**src/hdl/serial_bank_switch_mapper_assert.svh**
```systemverilog
// Assertion macros for the serial bank switch mapper.
`ifndef SERIAL_BANK_SWITCH_MAPPER_ASSERT_SVH
`define SERIAL_BANK_SWITCH_MAPPER_ASSERT_SVH

// Clocked check, masked while reset is asserted.
`define SBSM_ASSERT(lbl, prop, msg) \
    lbl: assert property (@(posedge clk) disable iff (!rst_n) (prop)) else $error(msg);

// Clocked check that also holds through reset.
`define SBSM_ASSERT_ALWAYS(lbl, prop, msg) \
    lbl: assert property (@(posedge clk) (prop)) else $error(msg);

`endif

```
**src/hdl/sbsm_pkg.sv**
```systemverilog
// Package: types and constants of the serial bank switch mapper.
`default_nettype none

package sbsm_pkg;

    typedef enum logic [1:0] {
        KIND_CPU_READ  = 2'd0,
        KIND_CPU_WRITE = 2'd1,
        KIND_PPU_READ  = 2'd2,
        KIND_PPU_WRITE = 2'd3
    } kind_t;

    typedef enum logic [1:0] {
        TARGET_PRG_READ  = 2'd0,
        TARGET_CHR_READ  = 2'd1,
        TARGET_CHR_WRITE = 2'd2
    } target_t;

    typedef enum logic [1:0] {
        CFG_PRG_BANK_MASK = 2'd0,
        CFG_CHR_BANK_MASK = 2'd1,
        CFG_CHR_IS_RAM    = 2'd2
    } cfg_index_t;

    // Loader target, picked by address bits 14:13
    typedef enum logic [1:0] {
        SEL_CONTROL  = 2'd0,
        SEL_CHR_LOW  = 2'd1,
        SEL_CHR_HIGH = 2'd2,
        SEL_PRG      = 2'd3
    } latch_sel_t;

    localparam int AddrWidth     = 16;
    localparam int DataWidth     = 8;
    localparam int PhysWidth     = 18;
    localparam int CfgDataWidth  = 5;
    localparam int PrgBankWidth  = 4;
    localparam int ChrBankWidth  = 5;
    localparam int LoaderWidth   = 5;
    localparam int LoaderCntWidth = 3;

    localparam logic [LoaderWidth-1:0]    LoaderReset  = 5'h10;
    localparam logic [LoaderCntWidth-1:0] LoaderLast   = 3'd4;
    localparam logic [LoaderWidth-1:0]    ControlReset = 5'h0C;
    localparam logic [LoaderWidth-1:0]    PrgModeForce = 5'h0C;
    localparam logic [PrgBankWidth-1:0]   PrgMaskReset = 4'hF;
    localparam logic [ChrBankWidth-1:0]   ChrMaskReset = 5'h01;

endpackage

`default_nettype wire

```
**src/hdl/serial_bank_switch_mapper.sv**
```systemverilog
// An accepted transaction passes through the input register and then the result register.
// Throughput: one transaction per cycle; both stages advance whenever the result slot frees.
// CPU writes and PPU writes to CHR ROM, and CPU reads below $8000, give no result.
// Reset (rst_n low, async): pipeline empty, loader 0x10, control 0x0C (PRG mode 3),
// selects zero, prg_bank_mask 15, chr_bank_mask 1, chr_is_ram 0.
`default_nettype none

module serial_bank_switch_mapper (
    input  wire logic                                  clk,
    input  wire logic                                  rst_n,
    // configuration
    input  wire logic                                  cfg_write,
    input  wire logic [1:0]                            cfg_index,
    input  wire logic [sbsm_pkg::CfgDataWidth-1:0]     cfg_data,
    // bus access in
    input  wire logic                                  in_valid,
    output logic                                       in_stall,
    input  wire logic [1:0]                            kind,
    input  wire logic [sbsm_pkg::AddrWidth-1:0]        address,
    input  wire logic [sbsm_pkg::DataWidth-1:0]        write_data,
    // translated access out
    output logic                                       out_valid,
    input  wire logic                                  out_stall,
    output logic [1:0]                                 target,
    output logic [sbsm_pkg::PhysWidth-1:0]             physical_address,
    output logic [sbsm_pkg::DataWidth-1:0]             store_data
);

    `include "serial_bank_switch_mapper_assert.svh"

    // configuration registers
    logic [sbsm_pkg::PrgBankWidth-1:0] prg_bank_mask_reg;
    logic [sbsm_pkg::ChrBankWidth-1:0] chr_bank_mask_reg;
    logic                              chr_is_ram_reg;

    // mapper state
    logic [sbsm_pkg::LoaderWidth-1:0]    loader_bits_reg, loader_bits_next;
    logic [sbsm_pkg::LoaderCntWidth-1:0] loader_count_reg, loader_count_next;
    logic [sbsm_pkg::LoaderWidth-1:0]    control_reg, control_next;
    logic [sbsm_pkg::PrgBankWidth-1:0]   prg_select_reg, prg_select_next;
    logic [sbsm_pkg::ChrBankWidth-1:0]   chr_low_reg, chr_low_next;
    logic [sbsm_pkg::ChrBankWidth-1:0]   chr_high_reg, chr_high_next;

    // input stage
    logic                                s1_valid_reg;
    sbsm_pkg::kind_t                     s1_kind_reg;
    logic [sbsm_pkg::AddrWidth-1:0]      s1_address_reg;
    logic [sbsm_pkg::DataWidth-1:0]      s1_data_reg;

    // result stage
    logic                                out_valid_reg, res_valid_next;
    sbsm_pkg::target_t                   target_reg, target_next;
    logic [sbsm_pkg::PhysWidth-1:0]      phys_reg, phys_next;
    logic [sbsm_pkg::DataWidth-1:0]      store_reg, store_next;

    logic                                out_free;
    logic                                s1_advance;
    logic                                in_accept;

    logic [1:0]                          prg_mode;
    logic [sbsm_pkg::PrgBankWidth-1:0]   prg_bank;
    logic [sbsm_pkg::ChrBankWidth-1:0]   chr_bank;
    logic [sbsm_pkg::LoaderWidth-1:0]    shifted;
    sbsm_pkg::latch_sel_t                latch_sel;

    assign out_free   = !out_valid_reg || !out_stall;
    assign s1_advance = s1_valid_reg && out_free;
    assign in_stall   = s1_valid_reg && !out_free;
    assign in_accept  = in_valid && !in_stall;

    assign out_valid        = out_valid_reg;
    assign target           = target_reg;
    assign physical_address = phys_reg;
    assign store_data       = store_reg;

    // ---------------- translation ----------------
    assign prg_mode = control_reg[3:2];

    always_comb
    begin
        prg_bank = prg_select_reg;
        case (prg_mode)
            2'd0, 2'd1:
            begin
                // 32K mode: upper half is the next bank, wraps within 4 bits
                prg_bank = s1_address_reg[14] ? prg_select_reg + 4'd1 : prg_select_reg;
            end
            2'd2:
            begin
                prg_bank = s1_address_reg[14] ? prg_select_reg : '0;
            end
            default:
            begin
                prg_bank = s1_address_reg[14] ? prg_bank_mask_reg : prg_select_reg;
            end
        endcase
    end

    always_comb
    begin
        if (control_reg[4])
        begin
            chr_bank = s1_address_reg[12] ? chr_high_reg : chr_low_reg;
        end
        else
        begin
            chr_bank = {chr_low_reg[4:1], s1_address_reg[12]};
        end
    end

    // ---------------- state update and result ----------------
    assign shifted   = {s1_data_reg[0], loader_bits_reg[4:1]};
    assign latch_sel = sbsm_pkg::latch_sel_t'(s1_address_reg[14:13]);

    always_comb
    begin
        loader_bits_next  = loader_bits_reg;
        loader_count_next = loader_count_reg;
        control_next      = control_reg;
        prg_select_next   = prg_select_reg;
        chr_low_next      = chr_low_reg;
        chr_high_next     = chr_high_reg;
        res_valid_next    = 1'b0;
        target_next       = sbsm_pkg::TARGET_PRG_READ;
        phys_next         = '0;
        store_next        = '0;

        case (s1_kind_reg)
            sbsm_pkg::KIND_CPU_READ:
            begin
                res_valid_next = s1_address_reg[15];
                target_next    = sbsm_pkg::TARGET_PRG_READ;
                phys_next      = {prg_bank & prg_bank_mask_reg, s1_address_reg[13:0]};
            end
            sbsm_pkg::KIND_CPU_WRITE:
            begin
                if (s1_address_reg[15])
                begin
                    if (s1_data_reg[7])
                    begin
                        loader_bits_next  = sbsm_pkg::LoaderReset;
                        loader_count_next = '0;
                        control_next      = control_reg | sbsm_pkg::PrgModeForce;
                    end
                    else if (loader_count_reg != sbsm_pkg::LoaderLast)
                    begin
                        loader_bits_next  = shifted;
                        loader_count_next = loader_count_reg + 3'd1;
                    end
                    else
                    begin
                        loader_bits_next  = sbsm_pkg::LoaderReset;
                        loader_count_next = '0;
                        case (latch_sel)
                            sbsm_pkg::SEL_CONTROL:  control_next  = shifted;
                            sbsm_pkg::SEL_CHR_LOW:  chr_low_next  = shifted;
                            sbsm_pkg::SEL_CHR_HIGH: chr_high_next = shifted;
                            sbsm_pkg::SEL_PRG:
                            begin
                                // 32K modes drop the low bank bit
                                prg_select_next = {shifted[3:1], shifted[0] & prg_mode[1]};
                            end
                            default: ;
                        endcase
                    end
                end
            end
            sbsm_pkg::KIND_PPU_READ:
            begin
                res_valid_next = 1'b1;
                target_next    = sbsm_pkg::TARGET_CHR_READ;
                phys_next      = {1'b0, chr_bank & chr_bank_mask_reg, s1_address_reg[11:0]};
            end
            sbsm_pkg::KIND_PPU_WRITE:
            begin
                res_valid_next = chr_is_ram_reg;
                target_next    = sbsm_pkg::TARGET_CHR_WRITE;
                phys_next      = {1'b0, chr_bank & chr_bank_mask_reg, s1_address_reg[11:0]};
                store_next     = s1_data_reg;
            end
            default: ;
        endcase
    end

    // ---------------- registers ----------------
    always_ff @(posedge clk or negedge rst_n)
    begin
        if (!rst_n)
        begin
            prg_bank_mask_reg <= sbsm_pkg::PrgMaskReset;
            chr_bank_mask_reg <= sbsm_pkg::ChrMaskReset;
            chr_is_ram_reg    <= 1'b0;
        end
        else if (cfg_write)
        begin
            case (sbsm_pkg::cfg_index_t'(cfg_index))
                sbsm_pkg::CFG_PRG_BANK_MASK: prg_bank_mask_reg <= cfg_data[3:0];
                sbsm_pkg::CFG_CHR_BANK_MASK: chr_bank_mask_reg <= cfg_data;
                sbsm_pkg::CFG_CHR_IS_RAM:    chr_is_ram_reg    <= cfg_data[0];
                default: ;
            endcase
        end
    end

    always_ff @(posedge clk or negedge rst_n)
    begin
        if (!rst_n)
        begin
            loader_bits_reg  <= sbsm_pkg::LoaderReset;
            loader_count_reg <= '0;
            control_reg      <= sbsm_pkg::ControlReset;
            prg_select_reg   <= '0;
            chr_low_reg      <= '0;
            chr_high_reg     <= '0;
        end
        else if (s1_advance)
        begin
            loader_bits_reg  <= loader_bits_next;
            loader_count_reg <= loader_count_next;
            control_reg      <= control_next;
            prg_select_reg   <= prg_select_next;
            chr_low_reg      <= chr_low_next;
            chr_high_reg     <= chr_high_next;
        end
    end

    always_ff @(posedge clk or negedge rst_n)
    begin
        if (!rst_n)
        begin
            s1_valid_reg <= 1'b0;
        end
        else if (in_accept)
        begin
            s1_valid_reg <= 1'b1;
        end
        else if (s1_advance)
        begin
            s1_valid_reg <= 1'b0;
        end
    end

    always_ff @(posedge clk)
    begin
        if (in_accept)
        begin
            s1_kind_reg    <= sbsm_pkg::kind_t'(kind);
            s1_address_reg <= address;
            s1_data_reg    <= write_data;
        end
    end

    always_ff @(posedge clk or negedge rst_n)
    begin
        if (!rst_n)
        begin
            out_valid_reg <= 1'b0;
        end
        else if (s1_advance)
        begin
            out_valid_reg <= res_valid_next;
        end
        else if (!out_stall)
        begin
            out_valid_reg <= 1'b0;
        end
    end

    always_ff @(posedge clk)
    begin
        if (s1_advance)
        begin
            target_reg <= target_next;
            phys_reg   <= phys_next;
            store_reg  <= store_next;
        end
    end

    // ---------------- assertions ----------------
    `SBSM_ASSERT_ALWAYS(a_loader_count_range, loader_count_reg <= sbsm_pkg::LoaderLast, "loader count past fifth bit")
    `SBSM_ASSERT(a_stall_only_when_full, in_stall |-> s1_valid_reg && out_valid_reg && out_stall, "input stalled with a free slot")
    `SBSM_ASSERT(a_cpu_write_no_result, s1_advance && s1_kind_reg == sbsm_pkg::KIND_CPU_WRITE |=> !out_valid_reg, "CPU write produced a result")
    `SBSM_ASSERT(a_chr_write_needs_ram, out_valid_reg && target_reg == sbsm_pkg::TARGET_CHR_WRITE |-> chr_is_ram_reg, "CHR write issued to ROM")
    `SBSM_ASSERT(a_store_data_zero, out_valid_reg && target_reg != sbsm_pkg::TARGET_CHR_WRITE |-> store_reg == '0, "store data on a read")

endmodule

`default_nettype wire

```
**config.mk**
```make
export PLATFORM = sky130hd
export DESIGN_NAME = serial_bank_switch_mapper
export DESIGN_NICKNAME = d
export VERILOG_FILES = /design/src/hdl/sbsm_pkg.sv /design/src/hdl/serial_bank_switch_mapper.sv
export VERILOG_INCLUDE_DIRS = /design/src /design/src/hdl
export SDC_FILE = /design/constraint.sdc
export NUM_CORES = 1
export LEC_CHECK = 0
export ABC_AREA = 1
export BUFFER_PORTS_ARGS = -buffer_cell sky130_fd_sc_hd__buf_2
export CAP_MARGIN = 30
export CORE_MARGIN = 2
export CORE_UTILIZATION = 30
export DETAILED_ROUTE_END_ITERATION = 10
export PLACE_DENSITY_LB_ADDON = 0.15
export SETUP_SLACK_MARGIN = 0.2
export SYNTH_ARGS = -nofsm -noshare
export SYNTH_HDL_FRONTEND = slang
export SYNTH_SLANG_ARGS = --single-unit
```
**constraint.sdc**
```tcl
create_clock -name clk -period 2.4 [get_ports clk]
set_input_delay 0.48 -clock clk [delete_from_list [all_inputs] [get_ports clk]]
set_output_delay 0.48 -clock clk [all_outputs]
set_load 0.1 [all_outputs]
```
==> impl_metrics.tcl <==
set metrics [dict create \
    fillCellCount 1183 \
    ios 68 \
    ctsHoldBuffers 0 \
    synth_seq_area_share_pct 67.90 \
    met2_length_um 3502 \
    wl_met1_um 3664 \
    status "complete, no violations" \
    via_per_inst 4.258 \
    worst_setup_path_end_kind "output port" \
    area_growth_pct 23.38 \
    slew-limit-headroom_pct 62.90 \
    ir_drop_mv 0.3118 \
    synthTopCellsByArea "edfxtp_1 43%, dfrtp_1 19%, nand2_1 6.2%" \
    synth-edff-count 54 \
    yosysUniqueCellTypes 31 \
    worst-path-max-fanout 3 \
    clk_pin_slew_worst_paths_ns 0.07 \
    cts_buffer_depth 2 \
    fin_crit_sh_pct 78.39 \
    antenna_found_initial 0 \
    max_freq_mhz 531.6 \
    post-synth-top-count-cell "nand2_1" \
    final_cell_area_mm2 0.004602 \
    finalPower_mw 4.294 \
    leakagePower_nw 2.085 \
    pwr-share-comb_pct 20.1 \
    die-area_mm2 0.01334 \
    dr_wl_met3_um 328 \
    cp.arrival_ns 1.40 \
    worst_setup_path_start_kind "flop" \
    synth_cells 337 \
    gp_congestion 0.7488 \
    root_buffer "clkbuf_16" \
    core_mm2 0.01206 \
    clkPwrFrac_pct 33.7 \
    drv_slew 0 \
    fin_skew_ns 0.006270 \
    track_usage_pct 11.90 \
    nets 455 \
    holdCritPathClass "input pin to async pin" \
    hpwl_um 5410 \
    cts_tree "built" \
    sequentialPowerShare_pct 46.2 \
    cts_setup_buffers 0 \
    cts_buffers 9 \
    intPower_mw 2.871 \
    grt_max_degree 29 \
    final_util_pct 38.15 \
    largest_register_ffs 18 \
    fin_hold_ws_ns 0.1248 \
    grt-ovfl-total 0 \
    p_sw_mw 1.423 \
    maxCapViolCount 0 \
    crit_type "flop to output port" \
    avgSynthCellArea_um2 11.07 \
    fp-row-count 40 \
    cts_resized 0 \
    layout_min_cycle_time_ns 1.881 \
    dieWidth_um 115.5 \
    drive_above_1_share_pct 28.71 \
    drc 0 \
    dpl_cell_area_mm2 0.004294 \
    synth_seq_cells 90 \
    synth.largest_area_cell "edfxtp_1" \
    finalHoldViolCount 0 \
    syn_area_mm2 0.003730 \
    yosysTopAreaCellShare_pct 43.48 \
    synth_common_cells "62 x nand2_1, 54 x edfxtp_1, 51 x inv_1, 35 x nor2_1, 28 x dfrtp_1" \
    crit_required_ns 1.92 \
    power.share.switching_pct 33.14 \
    yosysWarnings 0 \
    drt_iter0_drc 147 \
    ys_async_sr_fraction_pct 40.00 \
    routed_wl_um 7636 \
    tightest_slew_ns 0.5565 \
    dr.pass1.iters 4 \
    syn_nets 379 \
    grt_pass1_vias 2389 \
    port-buffer-count 67 \
    n_antenna_cell 0 \
    grt_first_pass_wirelength_um 12010 \
    start_util_pct 30.92 \
    cts_sinks 90 \
    htree_levels 3 \
    setup_violations 0 \
    highest_layer "met4" \
    chipHeight_um 115.5 \
    clk_latency_ns 0.34 \
    power_density_mw_per_mm2 933.0 \
    rsz0062_at_grt "no" \
    vias 2495 \
    ys.flop_type "edfxtp_1" \
    final.setup.tns_ns 0 \
    ant_nets 0 \
    wl_per_cell_um 13.03 \
]
==> path summary, 6_finish.rpt <==
kind	end	from	slack, ns	cells past startpoint
min in group clk	s1_address_reg[10]$_DFFE_PP_	address[10]	0.31	1
max	in_stall	out_valid$_DFFE_PN0P_	0.52	3
max in group asynchronous	control_reg[3]$_DFFE_PN1P_	rst_n	1.60	2
min	chr_bank_mask_reg[2]$_DFFE_PN0P_	rst_n	0.12	1
max reg2reg	s1_data_reg[0]$_DFFE_PP_	out_valid$_DFFE_PN0P_	0.75	5
min reg2reg	chr_high_reg[4]$_DFFE_PN0P_	chr_high_reg[4]$_DFFE_PN0P_	0.48	2
==> routing by layer <==
layer	GRT usage, %	up-vias
li1	-	1265
met1	15.42	1166
met2	18.75	54
met3	3.347	10
met4	5.060	0
met5	0	-
==> kinds of logic (layout without fill, tap and decap cells) <==
kind of cell | count (synthesis) | after routing | synth area share, %
buffers and inverters | 57 | 138 | 6.273
and+or+nand+nor | 136 | 136 | 17.11
muxes | 1 | 1 | 0.3019
adders and majority gates | 4 | 4 | 1.342
DFF | 90 | 90 | 67.90
AOI/OAI and AO/OA | 48 | 48 | 6.843
xor gates and xnor gates | 1 | 1 | 0.2349
==> through the flow <==
step	setup slack [ns]	instances
3_5_place_dp	0.5051	570
3_3_place_gp	0.5167	570
5_1_grt	0.4649	586
6_report	0.5187	586
2_1_floorplan	0.2363	337
4_1_cts	0.5058	586
==> critical path: stages, from the launching register on <==
cell	delay, ns
dfrtp_4	0.44
nand2_4	0.07
nor2_4	0.12
buf_2	0.43
==> final cells by class <==
class	instances	area [µm²]	area share (%)
Clock buffer	9	225.2	4.894
Clock inverter	7	82.58	1.794
Inverter	53	205.2	4.459
Multi-Input combinational cell	190	992.2	21.56
Sequential cell	90	2536	55.11
Tap cell	168	210.2	4.568
Timing Repair Buffer	69	350.3	7.613
==> cells in the final DEF, fill, tap and decap left out, types with 3 or more instances in the layout <==
cell | netlist | routed
nand2_1 | 62 | 60
nor3_2 | 3 | 3
nand4_1 | 7 | 7
o21ai_1 | 15 | 15
buf_2 | 2 | 67
nand3_1 | 14 | 14
edfxtp_1 | 54 | 54
o21ai_0 | 20 | 20
clkbuf_16 | 0 | 9
or2_2 | 5 | 5
nor2_1 | 35 | 34
inv_1 | 51 | 49
ha_1 | 4 | 4
a21oi_1 | 7 | 6
dfstp_2 | 8 | 8
dfrtp_1 | 28 | 27
nand2_2 | 5 | 6
==> power by group through the flow <==
| stage | logic (mW) | registers [mW] | clock network, mW |
|---|---|---|---|
| final | 0.863 | 1.98 | 1.45 |
| after CTS | 0.875 | 1.99 | 1.49 |
| after global placement | 0.866 | 2.01 | 0 |
| after detailed placement | 0.872 | 2.02 | 0 |
| after global routing | 0.942 | 2.01 | 1.55 |
| after floorplan | 0.303 | 2.37 | 0 |
Note: power is estimated with default switching activity, not from simulation.
